## src/hw/rtl/tcqg_pkg.sv

```systemverilog
// Shared types, constants and the control store for the tile chunk quad generator.
// No dependencies; every other RTL file imports this package.
`default_nettype none

package tcqg_pkg;

	// Configuration limits
	localparam int MAX_MAP_DIM   = 1024;
	localparam int MAX_CHUNK_DIM = 64;
	localparam int MAX_TILE_PIX  = 256;
	localparam int MAX_ATLAS_ROW = 256;

	// Register widths
	localparam int COL_W   = 11;
	localparam int CS_W    = 7;
	localparam int TS_W    = 9;
	localparam int TPR_W   = 9;
	localparam int INSET_W = 8;
	localparam int CFG_W   = 11;
	localparam int IDX_W   = 3;

	// Register indexes
	localparam logic [IDX_W-1:0] REG_MAP_COLS   = 3'd0;
	localparam logic [IDX_W-1:0] REG_MAP_ROWS   = 3'd1;
	localparam logic [IDX_W-1:0] REG_CHUNK_SIZE = 3'd2;
	localparam logic [IDX_W-1:0] REG_TILE_SIZE  = 3'd3;
	localparam logic [IDX_W-1:0] REG_ATLAS_ROW  = 3'd4;
	localparam logic [IDX_W-1:0] REG_TEX_INSET  = 3'd5;

	// Word fields
	localparam int TILE_W   = 13;
	localparam int DIVD_W   = 12;
	localparam int CHUNK_W  = 10;
	localparam int TILEPOS_W = 6;
	localparam int SLOT_W   = 3;
	localparam int POS_W    = 18;
	localparam int TEX_W    = 24;

	localparam logic [SLOT_W-1:0] LAST_SLOT = 3'd5;

	// Sequencer
	localparam int PC_W = 3;

	localparam logic [PC_W-1:0] ST_FETCH = 3'd0;
	localparam logic [PC_W-1:0] ST_MUL_X = 3'd1;
	localparam logic [PC_W-1:0] ST_MUL_Y = 3'd2;
	localparam logic [PC_W-1:0] ST_DIV   = 3'd3;
	localparam logic [PC_W-1:0] ST_MUL_U = 3'd4;
	localparam logic [PC_W-1:0] ST_MUL_V = 3'd5;
	localparam logic [PC_W-1:0] ST_EMIT  = 3'd6;
	localparam logic [PC_W-1:0] ST_ADV   = 3'd7;

	typedef enum logic [2:0] {
		MUL_NONE,
		MUL_X,
		MUL_Y,
		MUL_U,
		MUL_V
	} mul_op_t;

	typedef enum logic [1:0] {
		JMP_NEXT,
		JMP_ALWAYS,
		JMP_DIV_BUSY,
		JMP_MORE_VERT
	} jmp_t;

	typedef struct packed {
		logic            wait_in;
		logic            div_step;
		mul_op_t         mul_op;
		logic            emit;
		logic            advance;
		jmp_t            jmp;
		logic [PC_W-1:0] target;
	} ctrl_word_t;

	typedef struct packed {
		logic out_free;
		logic div_last;
		logic slot_last;
	} status_t;

	typedef struct packed {
		logic [COL_W-1:0]   cols;
		logic [COL_W-1:0]   rows;
		logic [CS_W-1:0]    cs;
		logic [TS_W-1:0]    ts;
		logic [TPR_W-1:0]   tpr;
		logic [INSET_W-1:0] inset;
	} cfg_t;

	// Control store: one word per step
	function automatic ctrl_word_t ucode(input logic [PC_W-1:0] pc);
		ctrl_word_t w;
		w         = '0;
		w.mul_op  = MUL_NONE;
		w.jmp     = JMP_NEXT;
		case (pc)
			ST_FETCH: begin
				w.wait_in = 1'b1;
			end
			ST_MUL_X: begin
				w.mul_op = MUL_X;
			end
			ST_MUL_Y: begin
				w.mul_op = MUL_Y;
			end
			ST_DIV: begin
				w.div_step = 1'b1;
				w.jmp      = JMP_DIV_BUSY;
				w.target   = ST_DIV;
			end
			ST_MUL_U: begin
				w.mul_op = MUL_U;
			end
			ST_MUL_V: begin
				w.mul_op = MUL_V;
			end
			ST_EMIT: begin
				w.emit   = 1'b1;
				w.jmp    = JMP_MORE_VERT;
				w.target = ST_EMIT;
			end
			ST_ADV: begin
				w.advance = 1'b1;
				w.jmp     = JMP_ALWAYS;
				w.target  = ST_FETCH;
			end
			default: begin
				w.jmp    = JMP_ALWAYS;
				w.target = ST_FETCH;
			end
		endcase
		return w;
	endfunction

	// Corners per slot are 0,1,2,0,2,3; corners 1,2 lie right, 2,3 lie at the bottom
	function automatic logic slot_right(input logic [SLOT_W-1:0] s);
		case (s)
			3'd1, 3'd2, 3'd4: return 1'b1;
			default:          return 1'b0;
		endcase
	endfunction

	function automatic logic slot_bottom(input logic [SLOT_W-1:0] s);
		case (s)
			3'd2, 3'd4, 3'd5: return 1'b1;
			default:          return 1'b0;
		endcase
	endfunction

endpackage

`default_nettype wire

```

## src/hw/rtl/tcqg_divider.sv

```systemverilog
// Restoring divider, one quotient bit per step: tile number over atlas row width.
// Depends on tcqg_pkg.
`default_nettype none

module tcqg_divider
	import tcqg_pkg::*;
(
	input  wire logic              clk,
	input  wire logic              arst_n,
	input  wire logic              start,
	input  wire logic              step,
	input  wire logic [DIVD_W-1:0] dividend,
	input  wire logic [TPR_W-1:0]  divisor,
	output logic      [DIVD_W-1:0] quot,
	output logic      [TPR_W-1:0]  rem,
	output logic                   last
);

	localparam int CNT_W = $clog2(DIVD_W);

	logic [CNT_W-1:0]  cnt_q;
	logic [DIVD_W-1:0] dq_q;
	logic [TPR_W-1:0]  rem_q;
	logic [TPR_W:0]    trial;
	logic              ge;

	assign trial = {rem_q, dq_q[DIVD_W-1]};
	assign ge    = trial >= {1'b0, divisor};
	assign last  = cnt_q == CNT_W'(DIVD_W - 1);
	assign quot  = dq_q;
	assign rem   = rem_q;

	always_ff @(posedge clk or negedge arst_n) begin
		if (!arst_n) begin
			cnt_q <= '0;
		end else if (start) begin
			cnt_q <= '0;
		end else if (step) begin
			cnt_q <= cnt_q + CNT_W'(1);
		end
	end

	// dividend shifts out at the top while quotient bits shift in below
	always_ff @(posedge clk) begin
		if (start) begin
			dq_q  <= dividend;
			rem_q <= '0;
		end else if (step) begin
			dq_q  <= {dq_q[DIVD_W-2:0], ge};
			rem_q <= ge ? TPR_W'(trial - {1'b0, divisor}) : trial[TPR_W-1:0];
		end
	end

endmodule

`default_nettype wire

```

## src/hw/rtl/tcqg_sequencer.sv

```systemverilog
// Step counter and jump logic over the control store held in tcqg_pkg.
// Depends on tcqg_pkg.
`default_nettype none

module tcqg_sequencer
	import tcqg_pkg::*;
(
	input  wire logic       clk,
	input  wire logic       arst_n,
	input  wire logic       in_valid,
	input  wire status_t    st,
	output ctrl_word_t      ctrl
);

	logic [PC_W-1:0] pc_q;
	logic [PC_W-1:0] pc_d;
	logic            hold;

	assign ctrl = ucode(pc_q);

	always_comb begin
		hold = (ctrl.wait_in && !in_valid) || (ctrl.emit && !st.out_free);
		pc_d = pc_q;
		if (!hold) begin
			case (ctrl.jmp)
				JMP_NEXT:      pc_d = pc_q + PC_W'(1);
				JMP_ALWAYS:    pc_d = ctrl.target;
				JMP_DIV_BUSY:  pc_d = st.div_last ? pc_q + PC_W'(1) : ctrl.target;
				JMP_MORE_VERT: pc_d = st.slot_last ? pc_q + PC_W'(1) : ctrl.target;
				default:       pc_d = ST_FETCH;
			endcase
		end
	end

	always_ff @(posedge clk or negedge arst_n) begin
		if (!arst_n) begin
			pc_q <= ST_FETCH;
		end else begin
			pc_q <= pc_d;
		end
	end

	a_fetch_to_mul: assert property (@(posedge clk) disable iff (!arst_n)
		(ctrl.wait_in && in_valid) |=> (pc_q == ST_MUL_X))
		else $error("accepted word did not move on to the first multiply");

	a_div_loops: assert property (@(posedge clk) disable iff (!arst_n)
		(pc_q == ST_DIV && !st.div_last) |=> (pc_q == ST_DIV))
		else $error("divide loop left early");

	a_emit_waits: assert property (@(posedge clk) disable iff (!arst_n)
		(pc_q == ST_EMIT && !st.out_free) |=> (pc_q == ST_EMIT))
		else $error("emit step moved on while output register was full");

endmodule

`default_nettype wire

```

## src/hw/rtl/tcqg_datapath.sv

```systemverilog
// Scan counters, shared multiplier, vertex arithmetic and output register.
// Depends on tcqg_pkg and tcqg_divider.
`default_nettype none

module tcqg_datapath
	import tcqg_pkg::*;
(
	input  wire logic                 clk,
	input  wire logic                 arst_n,
	input  wire cfg_t                 cfg,
	input  wire logic                 restart,
	input  wire ctrl_word_t           ctrl,
	input  wire logic                 in_valid,
	input  wire logic [TILE_W-1:0]    tile_index,
	input  wire logic                 out_stall,
	output status_t                   st,
	output logic                      out_valid,
	output logic      [CHUNK_W-1:0]   chunk_col,
	output logic      [CHUNK_W-1:0]   chunk_row,
	output logic      [SLOT_W-1:0]    vertex_slot,
	output logic      [POS_W-1:0]     pos_x,
	output logic      [POS_W-1:0]     pos_y,
	output logic      [TEX_W-1:0]     tex_u,
	output logic      [TEX_W-1:0]     tex_v,
	output logic                      chunk_has_tile,
	output logic                      last_of_tile,
	output logic                      last_of_chunk,
	output logic                      last_of_map
);

	localparam int PROD_W = DIVD_W + TS_W;

	// scan state
	logic [CHUNK_W-1:0]   chunk_col_q, chunk_row_q;
	logic [CHUNK_W-1:0]   org_x_q, org_y_q;
	logic [TILEPOS_W-1:0] tx_q, ty_q;
	logic                 nonempty_q;
	logic [SLOT_W-1:0]    slot_q;
	logic                 out_valid_q;

	// per-word working registers
	logic               empty_q;
	logic [CHUNK_W-1:0] mx_q, my_q;
	logic               x_last_q, end_chunk_q, end_map_q, last_ccol_q;
	logic [POS_W-1:0]   xb_q, yb_q;
	logic [15:0]        ub_q;
	logic [19:0]        vb_q;

	// output word
	logic [CHUNK_W-1:0] ocol_q, orow_q;
	logic [SLOT_W-1:0]  oslot_q;
	logic [POS_W-1:0]   opx_q, opy_q;
	logic [TEX_W-1:0]   ou_q, ov_q;
	logic               ohas_q, olt_q, olc_q, olm_q;

	logic in_fire, emit_fire, out_free;
	logic div_last;
	logic [DIVD_W-1:0] quot;
	logic [TPR_W-1:0]  rem;

	assign out_free  = !out_valid_q || !out_stall;
	assign in_fire   = ctrl.wait_in && in_valid;
	assign emit_fire = ctrl.emit && out_free;

	assign st.out_free  = out_free;
	assign st.div_last  = div_last;
	assign st.slot_last = slot_q == LAST_SLOT;

	tcqg_divider u_div (
		.clk      (clk),
		.arst_n   (arst_n),
		.start    (in_fire),
		.step     (ctrl.div_step),
		.dividend (tile_index[DIVD_W-1:0]),
		.divisor  (cfg.tpr),
		.quot     (quot),
		.rem      (rem),
		.last     (div_last)
	);

	// tile position and end-of-chunk / end-of-map flags, taken at fetch
	logic [CS_W-1:0]    tx_inc, ty_inc;
	logic [COL_W-1:0]   mx_inc, my_inc;
	logic               x_last_c, y_last_c, last_ccol_c, last_crow_c;

	always_comb begin
		tx_inc      = {1'b0, tx_q} + CS_W'(1);
		ty_inc      = {1'b0, ty_q} + CS_W'(1);
		mx_inc      = {1'b0, org_x_q} + COL_W'(tx_q) + COL_W'(1);
		my_inc      = {1'b0, org_y_q} + COL_W'(ty_q) + COL_W'(1);
		x_last_c    = (tx_inc == cfg.cs) || (mx_inc == cfg.cols);
		y_last_c    = (ty_inc == cfg.cs) || (my_inc == cfg.rows);
		last_ccol_c = ({1'b0, org_x_q} + COL_W'(cfg.cs)) >= cfg.cols;
		last_crow_c = ({1'b0, org_y_q} + COL_W'(cfg.cs)) >= cfg.rows;
	end

	// shared multiplier, one product per step
	logic [DIVD_W-1:0] mul_a;
	logic [PROD_W-1:0] mul_p;

	always_comb begin
		case (ctrl.mul_op)
			MUL_X:   mul_a = DIVD_W'(mx_q);
			MUL_Y:   mul_a = DIVD_W'(my_q);
			MUL_U:   mul_a = DIVD_W'(rem);
			MUL_V:   mul_a = quot;
			default: mul_a = '0;
		endcase
	end

	assign mul_p = PROD_W'(mul_a) * PROD_W'(cfg.ts);

	// vertex arithmetic for the current slot
	logic              right, bottom;
	logic [POS_W:0]    px, py;
	logic [16:0]       ub;
	logic [24:0]       u;
	logic [20:0]       vb;
	logic [29:0]       v29, v;
	logic [POS_W-1:0]  px_sat, py_sat;
	logic [TEX_W-1:0]  u_sat, v_sat;

	always_comb begin
		right  = slot_right(slot_q);
		bottom = slot_bottom(slot_q);
		px     = {1'b0, xb_q} + (right  ? (POS_W+1)'(cfg.ts) : '0);
		py     = {1'b0, yb_q} + (bottom ? (POS_W+1)'(cfg.ts) : '0);
		ub     = {1'b0, ub_q} + (right  ? 17'(cfg.ts) : 17'd0);
		vb     = {1'b0, vb_q} + (bottom ? 21'(cfg.ts) : 21'd0);
		// right and bottom corners pull the texel inwards, the others push
		u      = right  ? {ub, 8'd0} - 25'(cfg.inset) : {ub, 8'd0} + 25'(cfg.inset);
		v29    = {1'b0, vb, 8'd0};
		v      = bottom ? v29 - 30'(cfg.inset) : v29 + 30'(cfg.inset);
		px_sat = px[POS_W] ? '1 : px[POS_W-1:0];
		py_sat = py[POS_W] ? '1 : py[POS_W-1:0];
		u_sat  = u[24] ? '1 : u[TEX_W-1:0];
		v_sat  = (|v[29:24]) ? '1 : v[TEX_W-1:0];
		if (empty_q) begin
			px_sat = '0;
			py_sat = '0;
			u_sat  = '0;
			v_sat  = '0;
		end
	end

	always_ff @(posedge clk or negedge arst_n) begin
		if (!arst_n) begin
			chunk_col_q <= '0;
			chunk_row_q <= '0;
			org_x_q     <= '0;
			org_y_q     <= '0;
			tx_q        <= '0;
			ty_q        <= '0;
			nonempty_q  <= 1'b0;
			slot_q      <= '0;
			out_valid_q <= 1'b0;
		end else begin
			if (restart) begin
				chunk_col_q <= '0;
				chunk_row_q <= '0;
				org_x_q     <= '0;
				org_y_q     <= '0;
				tx_q        <= '0;
				ty_q        <= '0;
				nonempty_q  <= 1'b0;
			end else if (in_fire) begin
				if (!tile_index[TILE_W-1]) begin
					nonempty_q <= 1'b1;
				end
			end else if (ctrl.advance) begin
				if (!end_chunk_q) begin
					if (!x_last_q) begin
						tx_q <= tx_q + TILEPOS_W'(1);
					end else begin
						tx_q <= '0;
						ty_q <= ty_q + TILEPOS_W'(1);
					end
				end else begin
					tx_q       <= '0;
					ty_q       <= '0;
					nonempty_q <= 1'b0;
					if (end_map_q) begin
						chunk_col_q <= '0;
						chunk_row_q <= '0;
						org_x_q     <= '0;
						org_y_q     <= '0;
					end else if (!last_ccol_q) begin
						chunk_col_q <= chunk_col_q + CHUNK_W'(1);
						org_x_q     <= org_x_q + CHUNK_W'(cfg.cs);
					end else begin
						chunk_col_q <= '0;
						org_x_q     <= '0;
						chunk_row_q <= chunk_row_q + CHUNK_W'(1);
						org_y_q     <= org_y_q + CHUNK_W'(cfg.cs);
					end
				end
			end

			if (in_fire) begin
				slot_q <= '0;
			end else if (emit_fire) begin
				slot_q <= st.slot_last ? '0 : slot_q + SLOT_W'(1);
			end

			if (emit_fire) begin
				out_valid_q <= 1'b1;
			end else if (!out_stall) begin
				out_valid_q <= 1'b0;
			end
		end
	end

	always_ff @(posedge clk) begin
		if (in_fire) begin
			empty_q     <= tile_index[TILE_W-1];
			mx_q        <= CHUNK_W'(mx_inc - COL_W'(1));
			my_q        <= CHUNK_W'(my_inc - COL_W'(1));
			x_last_q    <= x_last_c;
			end_chunk_q <= x_last_c && y_last_c;
			end_map_q   <= x_last_c && y_last_c && last_ccol_c && last_crow_c;
			last_ccol_q <= last_ccol_c;
		end
		case (ctrl.mul_op)
			MUL_X:   xb_q <= mul_p[POS_W-1:0];
			MUL_Y:   yb_q <= mul_p[POS_W-1:0];
			MUL_U:   ub_q <= mul_p[15:0];
			MUL_V:   vb_q <= mul_p[19:0];
			default: ;
		endcase
		if (emit_fire) begin
			ocol_q  <= chunk_col_q;
			orow_q  <= chunk_row_q;
			oslot_q <= slot_q;
			opx_q   <= px_sat;
			opy_q   <= py_sat;
			ou_q    <= u_sat;
			ov_q    <= v_sat;
			ohas_q  <= nonempty_q;
			olt_q   <= st.slot_last;
			olc_q   <= st.slot_last && end_chunk_q;
			olm_q   <= st.slot_last && end_map_q;
		end
	end

	assign out_valid      = out_valid_q;
	assign chunk_col      = ocol_q;
	assign chunk_row      = orow_q;
	assign vertex_slot    = oslot_q;
	assign pos_x          = opx_q;
	assign pos_y          = opy_q;
	assign tex_u          = ou_q;
	assign tex_v          = ov_q;
	assign chunk_has_tile = ohas_q;
	assign last_of_tile   = olt_q;
	assign last_of_chunk  = olc_q;
	assign last_of_map    = olm_q;

	a_map_end_in_chunk_end: assert property (@(posedge clk) disable iff (!arst_n)
		(out_valid_q && olm_q) |-> (olc_q && olt_q))
		else $error("end of map flagged outside end of chunk");

	a_tile_in_map: assert property (@(posedge clk) disable iff (!arst_n)
		(({1'b0, tx_q} < cfg.cs) && (({1'b0, org_x_q} + COL_W'(tx_q)) < cfg.cols)
		 && (({1'b0, org_y_q} + COL_W'(ty_q)) < cfg.rows)))
		else $error("scan position outside the map");

	a_slot_wrapped: assert property (@(posedge clk) disable iff (!arst_n)
		ctrl.advance |-> (slot_q == '0))
		else $error("scan advanced before all six vertices left");

endmodule

`default_nettype wire

```

## src/hw/rtl/tile_chunk_quad_generator_unit.sv

```systemverilog
// Top level of the tile chunk quad generator: configuration registers and block wiring.
// Depends on tcqg_pkg, tcqg_sequencer, tcqg_datapath (and tcqg_divider below it).
//
//  channel   direction  handshake                 payload
//  input     in         in_valid / in_stall       tile_index
//  output    out        out_valid / out_stall     chunk_col .. last_of_map (six words per tile)
//  config    in         cfg_write                 cfg_index, cfg_data
//
// With the output never stalled, a tile runs through fetch, two position multiplies,
// 12 divide steps (one quotient bit a cycle), two texture multiplies, six vertex words, advance.
// The next tile is taken in the cycle after the advance step; the sixth word may still sit
// in the output register then. A stall on out holds the emit step until the register frees.
// Reset clears the scan to chunk (0,0) and loads the default register values; no clearing pass.
`default_nettype none

module tile_chunk_quad_generator_unit
	import tcqg_pkg::*;
(
	input  wire logic                 clk,
	input  wire logic                 arst_n,
	input  wire logic                 cfg_write,
	input  wire logic [IDX_W-1:0]     cfg_index,
	input  wire logic [CFG_W-1:0]     cfg_data,
	input  wire logic                 in_valid,
	output logic                      in_stall,
	input  wire logic [TILE_W-1:0]    tile_index,
	output logic                      out_valid,
	input  wire logic                 out_stall,
	output logic      [CHUNK_W-1:0]   chunk_col,
	output logic      [CHUNK_W-1:0]   chunk_row,
	output logic      [SLOT_W-1:0]    vertex_slot,
	output logic      [POS_W-1:0]     pos_x,
	output logic      [POS_W-1:0]     pos_y,
	output logic      [TEX_W-1:0]     tex_u,
	output logic      [TEX_W-1:0]     tex_v,
	output logic                      chunk_has_tile,
	output logic                      last_of_tile,
	output logic                      last_of_chunk,
	output logic                      last_of_map
);

	cfg_t       cfg_q;
	logic       restart;
	ctrl_word_t ctrl;
	status_t    st;

	// all registers but the inset hold clamped values, so the datapath never sees zero or oversize
	function automatic logic [COL_W-1:0] clamp_dim(input logic [COL_W-1:0] x);
		if (x == '0)                     return COL_W'(1);
		else if (x > COL_W'(MAX_MAP_DIM)) return COL_W'(MAX_MAP_DIM);
		else                             return x;
	endfunction

	function automatic logic [CS_W-1:0] clamp_cs(input logic [CS_W-1:0] x);
		if (x == '0)                       return CS_W'(1);
		else if (x > CS_W'(MAX_CHUNK_DIM)) return CS_W'(MAX_CHUNK_DIM);
		else                               return x;
	endfunction

	function automatic logic [TS_W-1:0] clamp_256(input logic [TS_W-1:0] x);
		if (x == '0)                      return TS_W'(1);
		else if (x > TS_W'(MAX_TILE_PIX)) return TS_W'(MAX_TILE_PIX);
		else                              return x;
	endfunction

	always_comb begin
		case (cfg_index)
			REG_MAP_COLS, REG_MAP_ROWS, REG_CHUNK_SIZE,
			REG_TILE_SIZE, REG_ATLAS_ROW, REG_TEX_INSET: restart = cfg_write;
			default:                                      restart = 1'b0;
		endcase
	end

	always_ff @(posedge clk or negedge arst_n) begin
		if (!arst_n) begin
			cfg_q.cols  <= COL_W'(64);
			cfg_q.rows  <= COL_W'(64);
			cfg_q.cs    <= CS_W'(16);
			cfg_q.ts    <= TS_W'(16);
			cfg_q.tpr   <= TPR_W'(16);
			cfg_q.inset <= '0;
		end else if (cfg_write) begin
			case (cfg_index)
				REG_MAP_COLS:   cfg_q.cols  <= clamp_dim(cfg_data);
				REG_MAP_ROWS:   cfg_q.rows  <= clamp_dim(cfg_data);
				REG_CHUNK_SIZE: cfg_q.cs    <= clamp_cs(cfg_data[CS_W-1:0]);
				REG_TILE_SIZE:  cfg_q.ts    <= clamp_256(cfg_data[TS_W-1:0]);
				REG_ATLAS_ROW:  cfg_q.tpr   <= clamp_256(cfg_data[TPR_W-1:0]);
				REG_TEX_INSET:  cfg_q.inset <= cfg_data[INSET_W-1:0];
				default: ;
			endcase
		end
	end

	assign in_stall = !ctrl.wait_in;

	tcqg_sequencer u_seq (
		.clk      (clk),
		.arst_n   (arst_n),
		.in_valid (in_valid),
		.st       (st),
		.ctrl     (ctrl)
	);

	tcqg_datapath u_dp (
		.clk            (clk),
		.arst_n         (arst_n),
		.cfg            (cfg_q),
		.restart        (restart),
		.ctrl           (ctrl),
		.in_valid       (in_valid),
		.tile_index     (tile_index),
		.out_stall      (out_stall),
		.st             (st),
		.out_valid      (out_valid),
		.chunk_col      (chunk_col),
		.chunk_row      (chunk_row),
		.vertex_slot    (vertex_slot),
		.pos_x          (pos_x),
		.pos_y          (pos_y),
		.tex_u          (tex_u),
		.tex_v          (tex_v),
		.chunk_has_tile (chunk_has_tile),
		.last_of_tile   (last_of_tile),
		.last_of_chunk  (last_of_chunk),
		.last_of_map    (last_of_map)
	);

endmodule

`default_nettype wire

```

## config.mk

```make
export PLATFORM = sky130hd
export DESIGN_NAME = tile_chunk_quad_generator_unit
export DESIGN_NICKNAME = d
export VERILOG_FILES = /design/src/hw/rtl/tcqg_pkg.sv /design/src/hw/rtl/tcqg_divider.sv /design/src/hw/rtl/tcqg_sequencer.sv /design/src/hw/rtl/tcqg_datapath.sv /design/src/hw/rtl/tile_chunk_quad_generator_unit.sv
export SDC_FILE = /design/constraint.sdc
export NUM_CORES = 1
export LEC_CHECK = 0
export BUFFER_PORTS_ARGS = -buffer_cell sky130_fd_sc_hd__buf_4
export CELL_PAD_IN_SITES_DETAIL_PLACEMENT = 1
export CELL_PAD_IN_SITES_GLOBAL_PLACEMENT = 2
export CORE_ASPECT_RATIO = 0.8
export CORE_MARGIN = 4
export CORE_UTILIZATION = 44
export DETAILED_ROUTE_END_ITERATION = 6
export PLACE_DENSITY_LB_ADDON = 0.2
export SLEW_MARGIN = 20
export SYNTH_ARGS = -nofsm -noshare
export SYNTH_HDL_FRONTEND = slang
export SYNTH_SLANG_ARGS = --single-unit
export TNS_END_PERCENT = 10
```

## constraint.sdc

```tcl
create_clock -name clk -period 17.1 [get_ports clk]
set_input_delay 2.565 -clock clk [delete_from_list [all_inputs] [get_ports clk]]
set_output_delay 2.565 -clock clk [all_outputs]
set_load 0.005 [all_outputs]
```

== After elaboration in Yosys (flattened, before gate mapping) ==
Index checks and enable logic that the tools add are counted.
Word-level totals
  output and inout port bits: 113
  register bits after elaboration: 348
Operators by class
  reductions and logical operators: 47
  muxes and demuxes: 78
  multiply operators: 1
  magnitude comparators: 6
  add/sub/neg operators: 28
  equality and inequality tests: 31
Operator list (count)
  2-to-1 mux 10 bit: 24
  2-to-1 mux 9 bit: 7
  2-to-1 mux 6 bit: 10
  2-to-1 mux 24 bit: 2
  one-hot mux 12 bit (4 select lines): 1
  adder 18 x 19 -> 19 bit: 2
  2-to-1 mux 18 bit: 2
  adder 29 x 8 -> 30 bit: 1
  2-to-1 mux 30 bit: 1
  subtractor 29 x 8 -> 30 bit: 1
  == test 3 bit, second input constant: 9
  adder 25 x 8 -> 25 bit: 1
  2-to-1 mux 25 bit: 1
  subtractor 25 x 8 -> 25 bit: 1
  2-to-1 mux 12 bit: 2
  one-hot mux 3 bit (4 select lines): 2
  adder 10 x 6 -> 11 bit: 2
  adder 10 x 7 -> 11 bit: 2
  adder 11 x 1 -> 11 bit, second input constant: 2
  == test 11 bit: 2
  >= comparator 11 bit: 2
  2-to-1 mux 11 bit: 2
  adder 20 x 21 -> 21 bit: 1
  == test 3 x 2 -> 1 bit, second input constant: 7
  other kinds (42): 104

== Logic depth before layout (Yosys ltp) ==
  depth in word-level cells: 9
  gate-level depth with buffers: 29
  depth with buffers taken out: 28

== Hierarchy ==
Synthesis repeated with hierarchy kept, for this count alone.
Unflattened totals
  cells, all modules: 2286
  area total of the unflattened synthesis: 23601.4 um2
Modules (own cells, without submodules)
  tcqg_datapath: cells an instance 1885, sequential area each 7672.4 um2, instances 1, area each 19381.1 um2
  tile_chunk_quad_generator_unit: cells an instance 206, sequential area each 1382.6 um2, instances 1, area each 2234.6 um2
  tcqg_divider: cells an instance 143, sequential area each 640.6 um2, instances 1, area each 1544.0 um2
  tcqg_sequencer: cells an instance 52, sequential area each 75.1 um2, instances 1, area each 441.7 um2

== Least setup slack after synthesis ==
No wires, ideal clock.
  path kind: input -> register
  start point: in out_stall
  end point: reg u_dp.slot_q[2]
  setup time: 0.085 ns
  data arrival time: 9.214 ns
  stages: 5
  path slack: 7.800 ns
  path buffers: 0
  path through: a21oi_1 -> nand2_1 -> nor3b_1 -> a21oi_1 -> nor2_1
Between the ends
  word-level cells in the longest chain between the ends: 4
RTL lines
  start: declaration: line tile_chunk_quad_generator_unit.sv:28  | input wire logic out_stall,
  logical NOT 1 bit: line tcqg_datapath.sv:61  | assign out_free = !out_valid_q || !out_stall;
  logical OR 1 bit: line tcqg_datapath.sv:61
  logical AND 1 bit: line tcqg_datapath.sv:63  | assign emit_fire = ctrl.emit && out_free;
  nonzero test 2 bit (no source line)
  end signal: assignment: line tcqg_datapath.sv:202  | slot_q <= st.slot_last ? '0 : slot_q + SLOT_W'(1);
  end: declaration: line tcqg_datapath.sv:38  | logic [SLOT_W-1:0] slot_q;
Every way passes these cells.
A chain may end at the register's enable or synchronous reset.

== Worst setup path after layout ==
  start point: reg u_seq.pc_q[1]
  end point: reg u_dp.vb_q[19], data pin
Between the ends
  word-level cells in the longest chain between the ends: 5
  elaborated cells on any way between the ends: 11
  classes of those cells: mul (1); eq/ne (8); mux (2)
RTL lines
  start: declaration: line tcqg_sequencer.sv:15  | logic [PC_W-1:0] pc_q;
  start signal: assignment: line tcqg_sequencer.sv:39  | pc_q <= pc_d;
  == test 3 bit (tied with other cells): line tcqg_pkg.sv:99  | case (pc)
  one-hot mux 3 bit (4 select lines) *: line tcqg_pkg.sv:99
  == test 3 bit (tied with other cells): line tcqg_datapath.sv:102  | case (ctrl.mul_op)
  one-hot mux 12 bit (4 select lines) *: line tcqg_datapath.sv:102
  multiplier 12 x 9 -> 20 bit *: line tcqg_datapath.sv:111  | assign mul_p = PROD_W'(mul_a) * PROD_W'(cfg.ts);
  named net u_dp.mul_p[19]: line tcqg_datapath.sv:99  | logic [PROD_W-1:0] mul_p;
  end signal: assignment: line tcqg_datapath.sv:227  | MUL_V: vb_q <= mul_p[19:0];
  end: declaration: line tcqg_datapath.sv:47  | logic [19:0] vb_q;
The timed path passes the listed nets; every way through them passes the cells marked *.

==> results_dict.tcl <==
set metrics [dict create \
    fmax_mhz 134 \
    pwr-share-seq_pct 36.0 \
    worst-path-buf-inv 4 \
    cp_common_cell "a21oi_1" \
    wl_met1_um 34300 \
    finalCoreUtilization_pct 50.5 \
    clk_pin_slew_ps 60 \
    drive_above_1_share_pct 13.1 \
    syn-cell-area_um2 23600 \
    drt_iter0_markers 1398 \
    cpPeakStageDelay_ps 810 \
    setup_violations 0 \
    synth_edf_count 220 \
    cts_setup_buffers 0 \
    p_leak_nw 11.3 \
    setup_tns_ps 0 \
    min_path_type "reg2reg" \
    tightest_slew_ps 1050 \
    final_common_cell "nand2_1" \
    die_area_um2 57300 \
    cts_buffers 39 \
    p_int_mw 2.28 \
    crit_path_max_fanout 29 \
    cp_data_arrival_time_ps 7790 \
    fillerInstances 5860 \
    ant_nets 0 \
    ys_warn_count 0 \
    drtPass1Iterations 7 \
    power.density_nw_per_um2 142 \
    synthFlopType "edfxtp_1" \
    port_buffers 144 \
    place_congestion 0.872 \
    overflow 0 \
    ys_seq_area_share_pct 41.5 \
    wl_met3_um 4680 \
    highest_layer "met4" \
    synth_cell_types 97 \
    crit_required_ps 17400 \
    post_cts_resized 0 \
    tritoncts "yes" \
    synth_seq_cells 348 \
    grt_pass1_vias 19000 \
    die_h_um 215 \
    power_frac_comb_pct 40.3 \
    dp_worst_setup_slack_ps 9590 \
    routed_wl_um 70000 \
    synthesis.area_per_instance_um2 10.0 \
    ctsHtreeMaxLevel 2 \
    worstSetupStartpointType "flip-flop" \
    clk_latency_ps 570 \
    fin_hold_ws_ps 460 \
    area_growth_pct 13.1 \
    wl_met2_um 29900 \
    netlist_instances 2348 \
    mostFrequentLayoutCells "nand2_1, edfxtp_1, inv_1" \
    initial_utilization_pct 44.7 \
    grt_pass1_wl_um 110000 \
    clk_path_buf_depth 3 \
    regToRegSetupSlack_ps 9610 \
    finalCritPeriodShare_pct 43.8 \
    ctsHoldBuffers 0 \
    grt_max_degree 77 \
    period_needed_ps 7490 \
    track_usage_pct 24.3 \
    slew_violations 0 \
    ioPinCount 145 \
    setup_slack_ps 9610 \
    status "finished, final reports clean" \
    finClkSkew_ps 26.0 \
    fp.dieW_um 267 \
    slowest_stage "nor3_1" \
    dp_hpwl_um 53500 \
    hold_viol 0 \
    regArea_um2 9770 \
    p_sw_share_pct 39.7 \
    vdd_drop_max_mv 0.0723 \
    via_per_inst 5.70 \
    multiInputGateArea_um2 12700 \
    wire_per_inst_um 22.0 \
    switching_power_mw 1.50 \
    nets 2723 \
    cap_violations 0 \
    rsz0062_at_grt "no" \
    post_dp_cell_area_um2 25300 \
    cts.sinks 348 \
    core_area_um2 52700 \
    relSlewSlack_pct 29.7 \
    root_buffer "clkbuf_16" \
    syn_nets 2606 \
    final_area_um2 26600 \
    p_clk_share_pct 23.7 \
    num_rows 75 \
    drc_errors 0 \
    critPathTopFamily "compound AO/OA/AOI/OAI gates" \
    critPathCaptureType "flip-flop" \
    async_flop_share_pct 34.2 \
    crit_type "reg2reg" \
    grt_antenna_before_repair 2 \
    vias 18200 \
]
==> flip-flops by register name, indices dropped and copies added, names as in the netlist, 4 cells and up <==
name / flops
u_dp.u_div.cnt_q: 4
u_dp.chunk_row: 10
u_dp.u_div.rem: 9
u_dp.my_q: 10
u_dp.xb_q: 18
u_dp.pos_y: 18
u_dp.mx_q: 10
u_dp.yb_q: 18
u_dp.chunk_col_q: 10
u_dp.ub_q: 16
u_dp.vb_q: 20
u_dp.u_div.quot: 12
u_dp.org_x_q: 10
u_dp.tex_v: 24
u_dp.chunk_row_q: 10
u_dp.org_y_q: 10
cfg_q: 55
u_dp.ty_q: 6
u_dp.tex_u: 24
u_dp.pos_x: 18
u_dp.chunk_col: 10
u_dp.tx_q: 6
==> power groups by stage <==
| stage | clock (mW) | sequential (mW) | combinational, mW |
|---|---|---|---|
| 3_5_place_dp | 0 | 1.37 | 1.51 |
| 5_1_grt | 0.954 | 1.38 | 1.70 |
| 2_1_floorplan | 0 | 1.29 | 1.06 |
| 4_1_cts | 0.918 | 1.36 | 1.52 |
| 6_report | 0.895 | 1.36 | 1.52 |
| 3_3_place_gp | 0 | 1.36 | 1.46 |
==> per-stage QoR <==
step,instances,total power [mW]
finish,3190,3.78
global route,3189,4.03
CTS,3189,3.80
detailed placement,3117,2.88
global placement,3117,2.82
floorplan,2348,2.35
==> routing by layer <==
layer / vias to the layer above / GRT usage, %
met5: - / 0
met2: 465 / 36.6
met3: 75 / 4.76
li1: 8462 / -
met1: 9196 / 36.8
met4: 0 / 4.84
==> synthesized netlist by cell type (79+ instances only) <==
master | number | share of area [%]
fa_1 | 79 | 6.7
dfrtp_1 | 114 | 12
xor2_1 | 84 | 3.1
nand2_1 | 265 | 4.2
xnor2_1 | 109 | 4.1
edfxtp_1 | 220 | 28
ha_1 | 147 | 7.8
nor2_1 | 122 | 1.9
inv_1 | 196 | 3.1
and2_1 | 80 | 2.1
o21ai_0 | 124 | 2.6
a21oi_1 | 128 | 2.7
==> logic make-up (layout without fill, tap and decap cells) <==
family | after synthesis | count (layout) | synth area share, %
AO/OA/AOI/OAI | 497 | 497 | 14.0
XOR/XNOR | 196 | 196 | 7.43
adder cells (fa/ha/maj) | 227 | 227 | 14.6
buffers and inverters | 284 | 432 | 4.80
flip-flops | 348 | 348 | 41.5
multiplexers | 31 | 31 | 1.39
other | 0 | 1 | 0
AND/OR/NAND/NOR | 765 | 765 | 16.4
==> path summary, 6_finish.rpt <==
path,from,to,cells after the start
max,u_seq.pc_q[1],u_dp.vb_q[19],25
min,u_dp.nonempty_q,u_dp.chunk_has_tile,0
max reg2reg,u_seq.pc_q[1],u_dp.vb_q[19],25
min reg2reg,u_dp.nonempty_q,u_dp.chunk_has_tile,0
max in group asynchronous,arst_n,cfg_q[3],2
min in group asynchronous,arst_n,u_dp.chunk_row_q[3],1
==> final cells by class <==
type	count	area share (%)
Clock inverter	20	0.967
Multi-Input combinational cell	1716	47.6
Sequential cell	348	36.7
Inverter	197	2.77
Tap cell	693	3.25
Antenna cell	1	0.00939
Clock buffer	52	4.11
Timing Repair Buffer	163	4.61
Power figures use the tool's default switching activity.
